===== src/rtl/sbpq_pkg.sv =====
// ----------------------------------------------------------------------------
// sbpq_pkg
// shared constants, codes and controller/datapath structs for the queue
// ----------------------------------------------------------------------------
package sbpq_pkg;
    localparam int SLOT_BITS = 10;
    localparam int PRI_W    = 6;
    localparam int LOC_W    = 32;
    localparam int STAT_W   = 2;
    localparam int TOT_W    = 12;

    localparam logic MODE_PUSH = 1'b0;
    localparam logic MODE_POP  = 1'b1;

    localparam logic [STAT_W-1:0] ST_OK    = 2'd0;
    localparam logic [STAT_W-1:0] ST_FULL  = 2'd1;
    localparam logic [STAT_W-1:0] ST_EMPTY = 2'd2;
    localparam logic [STAT_W-1:0] ST_OVF   = 2'd3;

    localparam logic [1:0] ROLE_TOP = 2'd0;
    localparam logic [1:0] ROLE_MID = 2'd1;
    localparam logic [1:0] ROLE_BOT = 2'd2;

    typedef struct packed {
        logic load;
        logic push_do;
        logic slide_start;
        logic slide_skip;
        logic slide_fail;
        logic copy_step;
        logic pop_do;
        logic pop_cap;
        logic emit;
    } t_cmd;

    typedef struct packed {
        logic is_pop;
        logic need_slide;
        logic slide_ovf;
        logic slide_empty;
        logic copy_done;
        logic pop_hit;
    } t_stat;
endpackage


===== src/rtl/sbpq_ctrl.sv =====
// ----------------------------------------------------------------------------
// sbpq_ctrl
// sequencer: dispatch, window slides with bucket copy, pop read, result hand-off
// ----------------------------------------------------------------------------
module sbpq_ctrl (
    input  logic             i_clk,
    input  logic             i_rst_n,
    input  logic             i_in_valid,
    output logic             o_in_ready,
    input  logic             i_out_ready,
    output logic             o_out_valid,
    input  sbpq_pkg::t_stat  i_stat,
    output sbpq_pkg::t_cmd   o_cmd
);
    localparam logic [2:0] S_IDLE  = 3'd0;
    localparam logic [2:0] S_PUSH  = 3'd1;
    localparam logic [2:0] S_SLIDE = 3'd2;
    localparam logic [2:0] S_COPY  = 3'd3;
    localparam logic [2:0] S_POP   = 3'd4;
    localparam logic [2:0] S_POPD  = 3'd5;
    localparam logic [2:0] S_RES   = 3'd6;

    logic [2:0] r_state, n_state;
    logic       r_ovalid, n_ovalid;

    always_comb begin
        o_cmd      = '0;
        n_state    = r_state;
        o_in_ready = 1'b0;
        n_ovalid   = r_ovalid && !i_out_ready;
        unique case (r_state)
            S_IDLE: begin
                o_in_ready = 1'b1;
                if (i_in_valid) begin
                    o_cmd.load = 1'b1;
                    n_state    = S_PUSH;
                end
            end
            S_PUSH: begin
                priority if (i_stat.is_pop) begin
                    n_state = S_POP;
                end else if (i_stat.need_slide) begin
                    n_state = S_SLIDE;
                end else begin
                    o_cmd.push_do = 1'b1;
                    n_state       = S_RES;
                end
            end
            S_SLIDE: begin
                priority if (i_stat.slide_ovf) begin
                    o_cmd.slide_fail = 1'b1;
                    n_state          = S_RES;
                end else if (i_stat.slide_empty) begin
                    o_cmd.slide_skip = 1'b1;
                    n_state          = S_PUSH;
                end else begin
                    o_cmd.slide_start = 1'b1;
                    n_state           = S_COPY;
                end
            end
            S_COPY: begin
                o_cmd.copy_step = 1'b1;
                if (i_stat.copy_done) begin
                    n_state = S_PUSH;
                end
            end
            S_POP: begin
                o_cmd.pop_do = 1'b1;
                n_state      = i_stat.pop_hit ? S_POPD : S_RES;
            end
            S_POPD: begin
                o_cmd.pop_cap = 1'b1;
                n_state       = S_RES;
            end
            S_RES: begin
                if (!r_ovalid || i_out_ready) begin
                    o_cmd.emit = 1'b1;
                    n_ovalid   = 1'b1;
                    n_state    = S_IDLE;
                end
            end
            default: begin
                n_state = S_IDLE;
            end
        endcase
    end

    always_ff @(posedge i_clk) begin
        if (!i_rst_n) begin
            r_state  <= S_IDLE;
            r_ovalid <= 1'b0;
        end else begin
            r_state  <= n_state;
            r_ovalid <= n_ovalid;
        end
    end

    assign o_out_valid = r_ovalid;
endmodule


===== config.mk =====
export PLATFORM = sky130hd
export DESIGN_NAME = sbpq_ctrl
export DESIGN_NICKNAME = d
export VERILOG_FILES = /design/src/rtl/sbpq_pkg.sv /design/src/rtl/sbpq_ctrl.sv
export SDC_FILE = /design/constraint.sdc
export NUM_CORES = 1
export LEC_CHECK = 0
export BUFFER_PORTS_ARGS = -buffer_cell sky130_fd_sc_hd__buf_2
export CORE_AREA = 4 4 41 43
export CTS_CLUSTER_SIZE = 12
export DETAILED_ROUTE_END_ITERATION = 8
export DIE_AREA = 0 0 45 47
export GPL_TIMING_DRIVEN = 0
export MAX_ROUTING_LAYER = met4
export PLACE_DENSITY = 0.67
export SLEW_MARGIN = 20
export SYNTH_ARGS = -nofsm -noshare
export SYNTH_HDL_FRONTEND = slang
export SYNTH_SLANG_ARGS = --single-unit

===== constraint.sdc =====
create_clock -name i_clk -period 1.8 [get_ports i_clk]
set_input_delay 0.27 -clock i_clk [delete_from_list [all_inputs] [get_ports i_clk]]
set_output_delay 0.27 -clock i_clk [all_outputs]
set_load 0.03 [all_outputs]

# [Yosys cells after proc, flatten, opt, wreduce, memory -nomap -nowiden]
# Cells that the tools add are included.
[totals] regBits=4 input_bits=10 out_inout_bits=11 word_cells=44
[op_classes] eq_ne=9 muxes=27 reduce_logical=6
[op_table] op="$mux 3" n=7
[op_table] op="$pmux 3 s7" n=1
[op_table] op="$mux 1" n=16
[op_table] op="$eq 3x3->1 const B" n=3
[op_table] op="$eq 3x2->1 const B" n=2
[op_table] op="$mux 2" n=3
[op_table] op="$ne 2x2->1 const B" n=3
[op_table] op="$eq 3x1->1 const B" n=1
[op_table] op="$logic_not 3->1" n=1
[op_table] op="$reduce_and 3->1" n=1
[op_table] op="$logic_not 1->1" n=2
[op_table] op="$logic_and 1x1->1" n=1
[op_table] op="$logic_or 1x1->1" n=1

# [Logic depth before layout (Yosys ltp)]
[logic_depth] depth_word=4 depth_mapped=5 ltp_nobuf=4

# [Least setup slack after synthesis]
# Ideal clock, no wire load.
[synth_timing] path_kind="flip-flop to output port" from="reg r_state[1]" to="out o_cmd[7] (netlist name)" t_arrival_ps=1595 required_ps=1530 path_slack_ps=-65 path_stages_with_launch=4 n_path_buf=1 path_cell_list="dfxtp_1 buf_4 or2b_4 nor4_1"
[synth_rtl] element="start: declaration" line="sbpq_ctrl.sv:23" rtl="logic [2:0] r_state, n_state;"
[synth_rtl] element="start signal: assignment" line="sbpq_ctrl.sv:93" rtl="r_state <= n_state;"
[synth_rtl] element="end: declaration" line="sbpq_ctrl.sv:13" rtl="output sbpq_pkg::t_cmd o_cmd"

==> out/metrics.cfg <==
[status]
status = complete, no violations

[hold_path]
hold_start = i_rst_n
holdPathEnd = r_state[1]
hold_depth = 2
hold_class = in2reg

[floorplanning]
dieArea_sq_um = 2120
ioPinCount = 21
start_util = 0.291
rows = 13
coreArea_sq_um = 1300
die_height_microns = 47
die-width_microns = 45

[layout]
layout-drive-gt1-share = 0.466
fin_nets = 85
area_growth_pct = 38.9
diodes = 0
fill_cells = 156
final_common_cell = buf_2
final_cell_mix = 20 x buf_2, 5 x nor2_1, 4 x nor2b_1, 4 x dfxtp_1

[clock_tree]
clockRootBuffer = clkbuf_4
cts_hold_buffers = 0
tritoncts = yes
cts_setup_buffers = 0
clkSinkCount = 4
cts_buffers = 3
cts_resized = 0
path_clk_slew_ps = 30
clock_path_buffers = 2
clock_latency_ps = 230
htree_levels = 1

[synthesis]
ys_warn_count = 0
synth_nets = 60
syn_inst = 50
synth_seq_cells = 4
syn_area_sq_um = 379
ys_types = 29
syn_area_per_cell_sq_um = 7.58
ys_seq_area_frac = 0.211

[global_route]
antenna_found_initial = 0
grt_max_degree = 11
grt_pass1_wl_mm = 1.60
grt_pass1_vias = 391
grt_overflow_total = 0
grt_usage = 0.113

[setup_path]
ff2ff_setup_slack_ps = 600
crit_cells = 5
crit_required_ps = 1530
r2r-start = r_state[1]
critPathCaptureType = output pin
worstPathCellList = buf_4 -> nor2b_4 -> and2b_2 -> and3_1 -> buf_2
r2r_end = r_state[1]
cp.arrival_ps = 1320
worstSetupPathType = reg2out
slowest_delay_ps = 300
path_buf_inv = 2
critPathLaunchType = flip-flop
crit_slowest_cell = dfxtp_1
crit_fanout = 10
worst-r2r-cell-count = 4
cp_top_family = simple AND/OR/NAND/NOR gates

[placed_design]
dpl.hpwl_microns = 763
pre_cts_ws_ps = 435
gp_congestion = 0.796
io_buffer_count = 20

[timing]
tns_ps = 0
final.setup.worst_slack_ps = 205
min_period_over_period = 0.886
finalSetupViolCount = 0
rsz0062_at_grt = false
period_minus_slack_ps = 1590
worst_pin_slew_ps = 170
final.setup_skew_ps = 2.65
final_hold_viol_count = 0
max_clock_freq_ghz = 0.627
slew-limit-headroom = 0.886
hold_ws_ps = 324
finalMaxSlewViolations = 0

[job]
cap_viol_max_count = 0

[power]
powerDensity_nw_per_um2 = 1490
p_leak_nw = 0.255
peakVddDrop_mv = 0.411

[route]
postRouteAntennaNets = 0
drtPass1Iterations = 4
via_per_inst = 4.90
num_vias = 431
drt-initial-drc-count = 6
drt-wirelength-per-cell_microns = 10.5
finalWirelength_microns = 927
drc_errors = 0

-- power by group --
| part | switching, mW | internal, mW | total, mW |
|---|---|---|---|
| Sequential | 0.0178 | 0.119 | 0.137 |
| Clock | 0.0322 | 0.0743 | 0.107 |
| Combinational | 0.321 | 0.223 | 0.544 |
| Total | 0.371 | 0.416 | 0.787 |
-- routing by layer --
layer / global-route usage / up-vias / part of all wire
met3: 0.0613 / 2 / 0.10
met1: 0.120 / 191 / 0.45
met2: 0.172 / 18 / 0.44
li1: - / 220 / -
met4: 0.0526 / 0 / 0.0076
met5: - / - / 0
-- metrics by stage --
step,std cells,power [mW],instance area (sq um),utilization
floorplan,50,0.568,385,-
global placement,85,0.679,504,0.388
detailed placement,85,0.686,504,0.388
CTS,88,0.798,527,0.405
global route,88,0.852,527,0.405
finish,88,0.787,527,0.405
-- flip-flops by register name (all words and copies together) (netlist names) --
register / count
o_out_valid: 1
r_state: 3
-- synthesized netlist by cell type (all sizes together) --
library cell | n | area share
nand3b | 2 | 0.040
nor2b | 5 | 0.10
nand2 | 2 | 0.020
and3 | 2 | 0.033
nand4 | 1 | 0.017
nor3b | 1 | 0.020
o21ai | 3 | 0.040
nor2 | 5 | 0.050
inv | 2 | 0.020
o22ai | 1 | 0.017
a21boi | 1 | 0.020
nor3 | 4 | 0.066
buf | 3 | 0.079
o41a | 1 | 0.030
dfxtp | 4 | 0.21
nand2b | 4 | 0.073
a21oi | 3 | 0.040
or2b | 1 | 0.030
nor4 | 1 | 0.017
o21a | 1 | 0.020
and2b | 1 | 0.023
and2 | 2 | 0.036
-- cell families (layout without fill, tap and decap cells) --
group | after synthesis | count (layout) | share of synthesized area
flip-flops | 4 | 4 | 0.211
AND/OR/NAND/NOR | 31 | 31 | 0.525
AO/OA/AOI/OAI | 10 | 10 | 0.165
buffers and inverters | 5 | 28 | 0.0990
-- worst max-delay path by stage --
stage | slack (ps) | start | endpoint
2_1_floorplan | 220 | r_state[1] | o_cmd[6]
3_3_place_gp | 450 | r_state[1] | o_cmd[5]
3_5_place_dp | 440 | r_state[1] | o_cmd[5]
4_1_cts | 190 | r_state[1] | o_cmd[5]
5_1_grt | 120 | r_state[1] | o_cmd[5]
6_report | 210 | r_state[1] | o_cmd[5]
-- cell type report --
type	instances	area, sq um	area share
multi-input combinational	41	268	0.508
timing repair buffer	20	100	0.190
sequential	4	80.1	0.152
buffer	3	30.0	0.0570
clock buffer	3	22.5	0.0428
tap	15	18.8	0.0356
inverter	2	7.51	0.0143
(Power assumes the default switching activity.)
